`config.mk`:
```
export PLATFORM = sky130hd
export DESIGN_NAME = lzssd_ctrl
export DESIGN_NICKNAME = d
export VERILOG_FILES = /design/src/lzssd_pkg.sv /design/src/lzssd_ctrl.sv
export SDC_FILE = /design/constraint.sdc
export NUM_CORES = 1
export LEC_CHECK = 0
export BUFFER_PORTS_ARGS = -buffer_cell sky130_fd_sc_hd__buf_4
export CORE_AREA = 10 10 47 49
export DETAILED_ROUTE_END_ITERATION = 16
export DIE_AREA = 0 0 57 59
export REMOVE_ABC_BUFFERS = 1
export SLEW_MARGIN = 20
export SYNTH_ARGS = -nofsm -noshare
export SYNTH_HDL_FRONTEND = slang
export SYNTH_SLANG_ARGS = --single-unit
```
`constraint.sdc`:
```
create_clock -name i_clk -period 1.6 [get_ports i_clk]
set_input_delay 0.08 -clock i_clk [delete_from_list [all_inputs] [get_ports i_clk]]
set_output_delay 0.08 -clock i_clk [all_outputs]
set_load 0.05 [all_outputs]
```
`src/lzssd_pkg.sv`:
```
// ----------------------------------------------------------------------------
// lzssd_pkg
// Shared constants, status codes and controller/datapath interface types of
// the LZSS ring decompressor.
// ----------------------------------------------------------------------------
package lzssd_pkg;

    localparam int RING_DEPTH = 2048;
    localparam int RING_AW    = $clog2(RING_DEPTH);

    localparam logic [2:0] ST_OK        = 3'd0;
    localparam logic [2:0] ST_BAD_MAGIC = 3'd1;
    localparam logic [2:0] ST_TOO_LARGE = 3'd2;
    localparam logic [2:0] ST_TRUNCATED = 3'd3;
    localparam logic [2:0] ST_TRAILING  = 3'd4;

    typedef struct packed {
        logic load;
        logic parse;
        logic lit;
        logic rd;
        logic wr;
        logic stat;
    } t_cmd;

    typedef struct packed {
        logic work_lit;
        logic work_copy;
        logic last;
        logic slot_free;
        logic copy_end;
    } t_sts;

endpackage

```
`src/lzssd_ctrl.sv`:
```
// ----------------------------------------------------------------------------
// lzssd_ctrl
// Sequencer: takes one input word, parses it, then emits a literal, walks a
// ring copy or does neither; after the last word it sends the end-of-stream status.
// ----------------------------------------------------------------------------
module lzssd_ctrl (
    input  logic          i_clk,
    input  logic          i_rst_n,
    input  logic          i_s_tvalid,
    output logic          o_s_tready,
    input  lzssd_pkg::t_sts i_sts,
    output lzssd_pkg::t_cmd o_cmd
);

    import lzssd_pkg::*;

    typedef enum logic [5:0] {
        S_IN    = 6'b000001,
        S_PARSE = 6'b000010,
        S_LIT   = 6'b000100,
        S_RD    = 6'b001000,
        S_WR    = 6'b010000,
        S_STAT  = 6'b100000
    } t_state;

    t_state r_state;
    t_state n_state;
    t_state w_after;

    assign w_after = i_sts.last ? S_STAT : S_IN;

    always_comb begin
        n_state = r_state;
        o_cmd   = '0;
        unique case (r_state)
            S_IN: begin
                if (i_s_tvalid) begin
                    o_cmd.load = 1'b1;
                    n_state    = S_PARSE;
                end
            end
            S_PARSE: begin
                o_cmd.parse = 1'b1;
                priority if (i_sts.work_lit) begin
                    n_state = S_LIT;
                end else if (i_sts.work_copy) begin
                    n_state = S_RD;
                end else begin
                    n_state = w_after;
                end
            end
            S_LIT: begin
                if (i_sts.slot_free) begin
                    o_cmd.lit = 1'b1;
                    n_state   = w_after;
                end
            end
            S_RD: begin
                o_cmd.rd = 1'b1;
                n_state  = S_WR;
            end
            S_WR: begin
                if (i_sts.slot_free) begin
                    o_cmd.wr = 1'b1;
                    n_state  = i_sts.copy_end ? w_after : S_RD;
                end
            end
            S_STAT: begin
                if (i_sts.slot_free) begin
                    o_cmd.stat = 1'b1;
                    n_state    = S_IN;
                end
            end
            default: begin
                n_state = S_IN;
            end
        endcase
    end

    always_ff @(posedge i_clk) begin
        if (!i_rst_n) begin
            r_state <= S_IN;
        end else begin
            r_state <= n_state;
        end
    end

    assign o_s_tready = (r_state == S_IN);

endmodule

```
==> run_results.csv <==
group,metric,value,unit
die,core-area,1400,µm²
grt,grt_antenna_before_repair,0,
die,ios,15,
power,total_power,534,µW
yosys,synth-seq-cells,6,
yosys,ys_seq_area_share,29.3,%
yosys,synth.avg_cell_area,8.38,µm²
detailed_routing,vias_per_cell,5.34,
setup_path,max_stage_delay,0.54,ns
sta,timing.fmax,0.548,GHz
sta,hold_violations,0,
sta,tightest_slew,0.447,ns
sta,grt_setup_unrepaired,"yes",
die,rows,14,
layout,area_growth,106,%
detailed_routing,highest_layer,"met4",
clock_network,cts.sinks,6,
setup_path,end_kind,"output port",
min_path,hold_path.class,"in -> reg",
place,port_buffers,14,
grt,grt_max_degree,8,
die,start_util,29.3,%
clock_network,ctsHtreeMaxLevel,1,
detailed_routing,vias,534,
sta,period_needed,1.82,ns
layout,nNetsFinal,94,
run_status,violations,"setup timing",
detailed_routing,met3_length,66,µm
clock_network,cts_tree,"done",
layout,reg_top3,"r_state x6",
yosys,yosysWarnings,0,
grt,grt_pass1_vias,559,
setup_path,critPathLaunchType,"register",
run,drv_cap,0,
die,die_y,59,µm
detailed_routing,postRouteAntennaNets,0,
power,worst_ir_drop_vdd,0.594,mV
run_status,status,"finished with violations",
min_path,hold_path_depth,2,
setup_path,worstPathCellList,"or4_4 -> buf_6 -> nor3_2 -> buf_4 -> and2_4 -> buf_8",
setup_path,reg2reg_depth,4,
setup_path,crit_type,"reg -> out",
yosys,syn_inst,49,
die,die-area,3360,µm²
layout,largest_reg_flops,6,
grt,grt_overflow,0,
sta,setup_viol,11,
sta,finalWorstSetupSlack,-0.224,ns
clock_network,cts.hold.buffers_added,0,
die,die_x,57,µm
clock_network,path_clk_slew,0.04,ns
layout,drive_above_1_share,66.7,%
grt,grt_usage,8.86,%
setup_path,critPathRequiredTime,1.52,ns
detailed_routing,drt_pass1_iterations,4,
clock_network,clock_latency,0.24,ns
clock_network,numCtsBuffers,3,
yosys,ys_types,24,
place,dp_hpwl,1.07,mm
detailed_routing,dr_wl_met2,798,µm
power,powerDensity,631,nW/µm²
sta,drv_slew,0,
detailed_routing,drtIter0Drc,20,
setup_path,slowest_stage,"or4_4",
yosys,syn-cell-area,410,µm²
detailed_routing,wirelength,1.47,mm
place,place_worst_setup_slack,-0.146,ns
sta,fin_skew,0.00808,ns
sta,maxSlewHeadroom,69.9,%
setup_path,cp.arrival,1.74,ns
place,gp_congestion,0.825,
detailed_routing,wire_per_inst,14.7,µm
sta,finalCritPeriodShare,114,%
layout,diodes,0,
clock_network,cts_root_buf,"clkbuf_4",
power,p_leak,0.360,nW
setup_path,crit_fanout,3,
grt,grt_pass1_wl,2.46,mm
clock_network,clockBufferDepth,2,
layout,regMostFlops,"r_state",
detailed_routing,drc,0,
detailed_routing,wl_met1,597,µm
## kinds of logic after synthesis
| family | share of synthesized area, % |
|---|---|
| AOI/OAI and AO/OA | 19.8 |
| buffers and inverters | 2.74 |
| and+or+nand+nor | 43.9 |
| xor gates and xnor gates | 4.27 |
| DFF | 29.3 |
## synth_stat cells
cell | instances | area share (%)
nand2b_1 | 1 | 1.5
or4_4 | 1 | 2.7
a2111o_1 | 1 | 2.7
o311ai_1 | 1 | 2.1
nor4_1 | 4 | 6.1
nor3_1 | 4 | 4.9
nor2_1 | 2 | 1.8
o2bb2ai_1 | 1 | 2.1
or4b_4 | 1 | 3.4
inv_1 | 3 | 2.7
o21ai_0 | 1 | 1.2
a21boi_1 | 1 | 1.8
nand4_1 | 1 | 1.5
nand2_1 | 2 | 1.8
or4_1 | 2 | 3.7
and3_1 | 1 | 1.5
and2_1 | 5 | 7.6
o211ai_1 | 1 | 1.8
o21a_1 | 2 | 3.7
dfxtp_1 | 6 | 29
a32oi_1 | 1 | 2.1
nor3b_1 | 4 | 7.3
o221ai_1 | 1 | 2.1
xor2_1 | 2 | 4.3
## per-layer routing
layer  GRT usage, %  vias up
met2           15.8       16
li1               -      267
met1           9.38      249
met5              0        -
met4           5.03        0
met3           1.93        2
## timing repair
| action | CTS | global route |
|---|---|---|
| endpoints found under the setup margin | 11 | 12 |
| pin swaps | 11 | 5 |
| gates resized for setup | 29 | 9 |
| setup buffers | 2 | 2 |
## where the power goes
group          switching (mW)  internal, mW
Clock                  0.0524        0.0847
Combinational           0.115         0.118
Sequential            0.00681         0.158
## critical path: cells and delay by family (launching register included)
kind                   cells  cell delay [ns]
AND/OR/NAND/NOR            3             0.78
buffers and inverters      3             0.40
flip-flops                 1             0.32
## cells in the final DEF (no fill, tap or decap)
master / n
a2111o_1: 1
a21boi_2: 1
a32oi_2: 1
and2_1: 3
and2_4: 2
and3_1: 1
buf_4: 21
buf_6: 7
buf_8: 4
clkbuf_4: 3
dfxtp_1: 2
dfxtp_2: 4
inv_1: 3
nand2_1: 1
nand2_4: 1
nand2b_1: 1
nand4_1: 1
nor2_1: 1
nor2_4: 1
nor3_1: 2
nor3_2: 1
nor3_4: 1
nor3b_2: 3
nor3b_4: 1
nor4_1: 3
nor4_2: 1
o211ai_1: 1
o21a_1: 2
o21ai_0: 1
o221ai_1: 1
o2bb2ai_1: 1
o311ai_2: 1
or4_1: 1
or4_4: 2
or4b_4: 1
xor2_1: 2
## area by class of cell
cell class	count	area (µm²)
tap	16	20.0
sequential	6	125
inverter	3	11.3
clock buffer	3	22.5
multi-input combinational	40	370
timing repair buffer	32	297
fill	129	556
## final timing paths
check	slack, ns	to	start
worst min register to register	0.72	r_state[2]	r_state[2]
worst min-delay path	0.09	r_state[1]	i_s_tvalid
worst max-delay path	-0.22	o_cmd[1]	r_state[1]
worst max register to register	-0.21	r_state[0]	r_state[1]
## through the flow
stage | util, % | setup TNS (ns) | cell area, µm² | hold WS (ns) | std cells
3_3_place_gp | 45.7 | -0.470 | 641 | 0.332 | 93
3_5_place_dp | 45.7 | -0.606 | 641 | 0.332 | 93
4_1_cts | 56.3 | -1.51 | 788 | 0.0826 | 98
5_1_grt | 60.4 | -2.32 | 846 | 0.0994 | 100
2_1_floorplan | - | -6.80 | 410 | 0.198 | 49
6_report | 60.4 | -1.67 | 846 | 0.0948 | 100
Power figures use the tool's default switching activity.
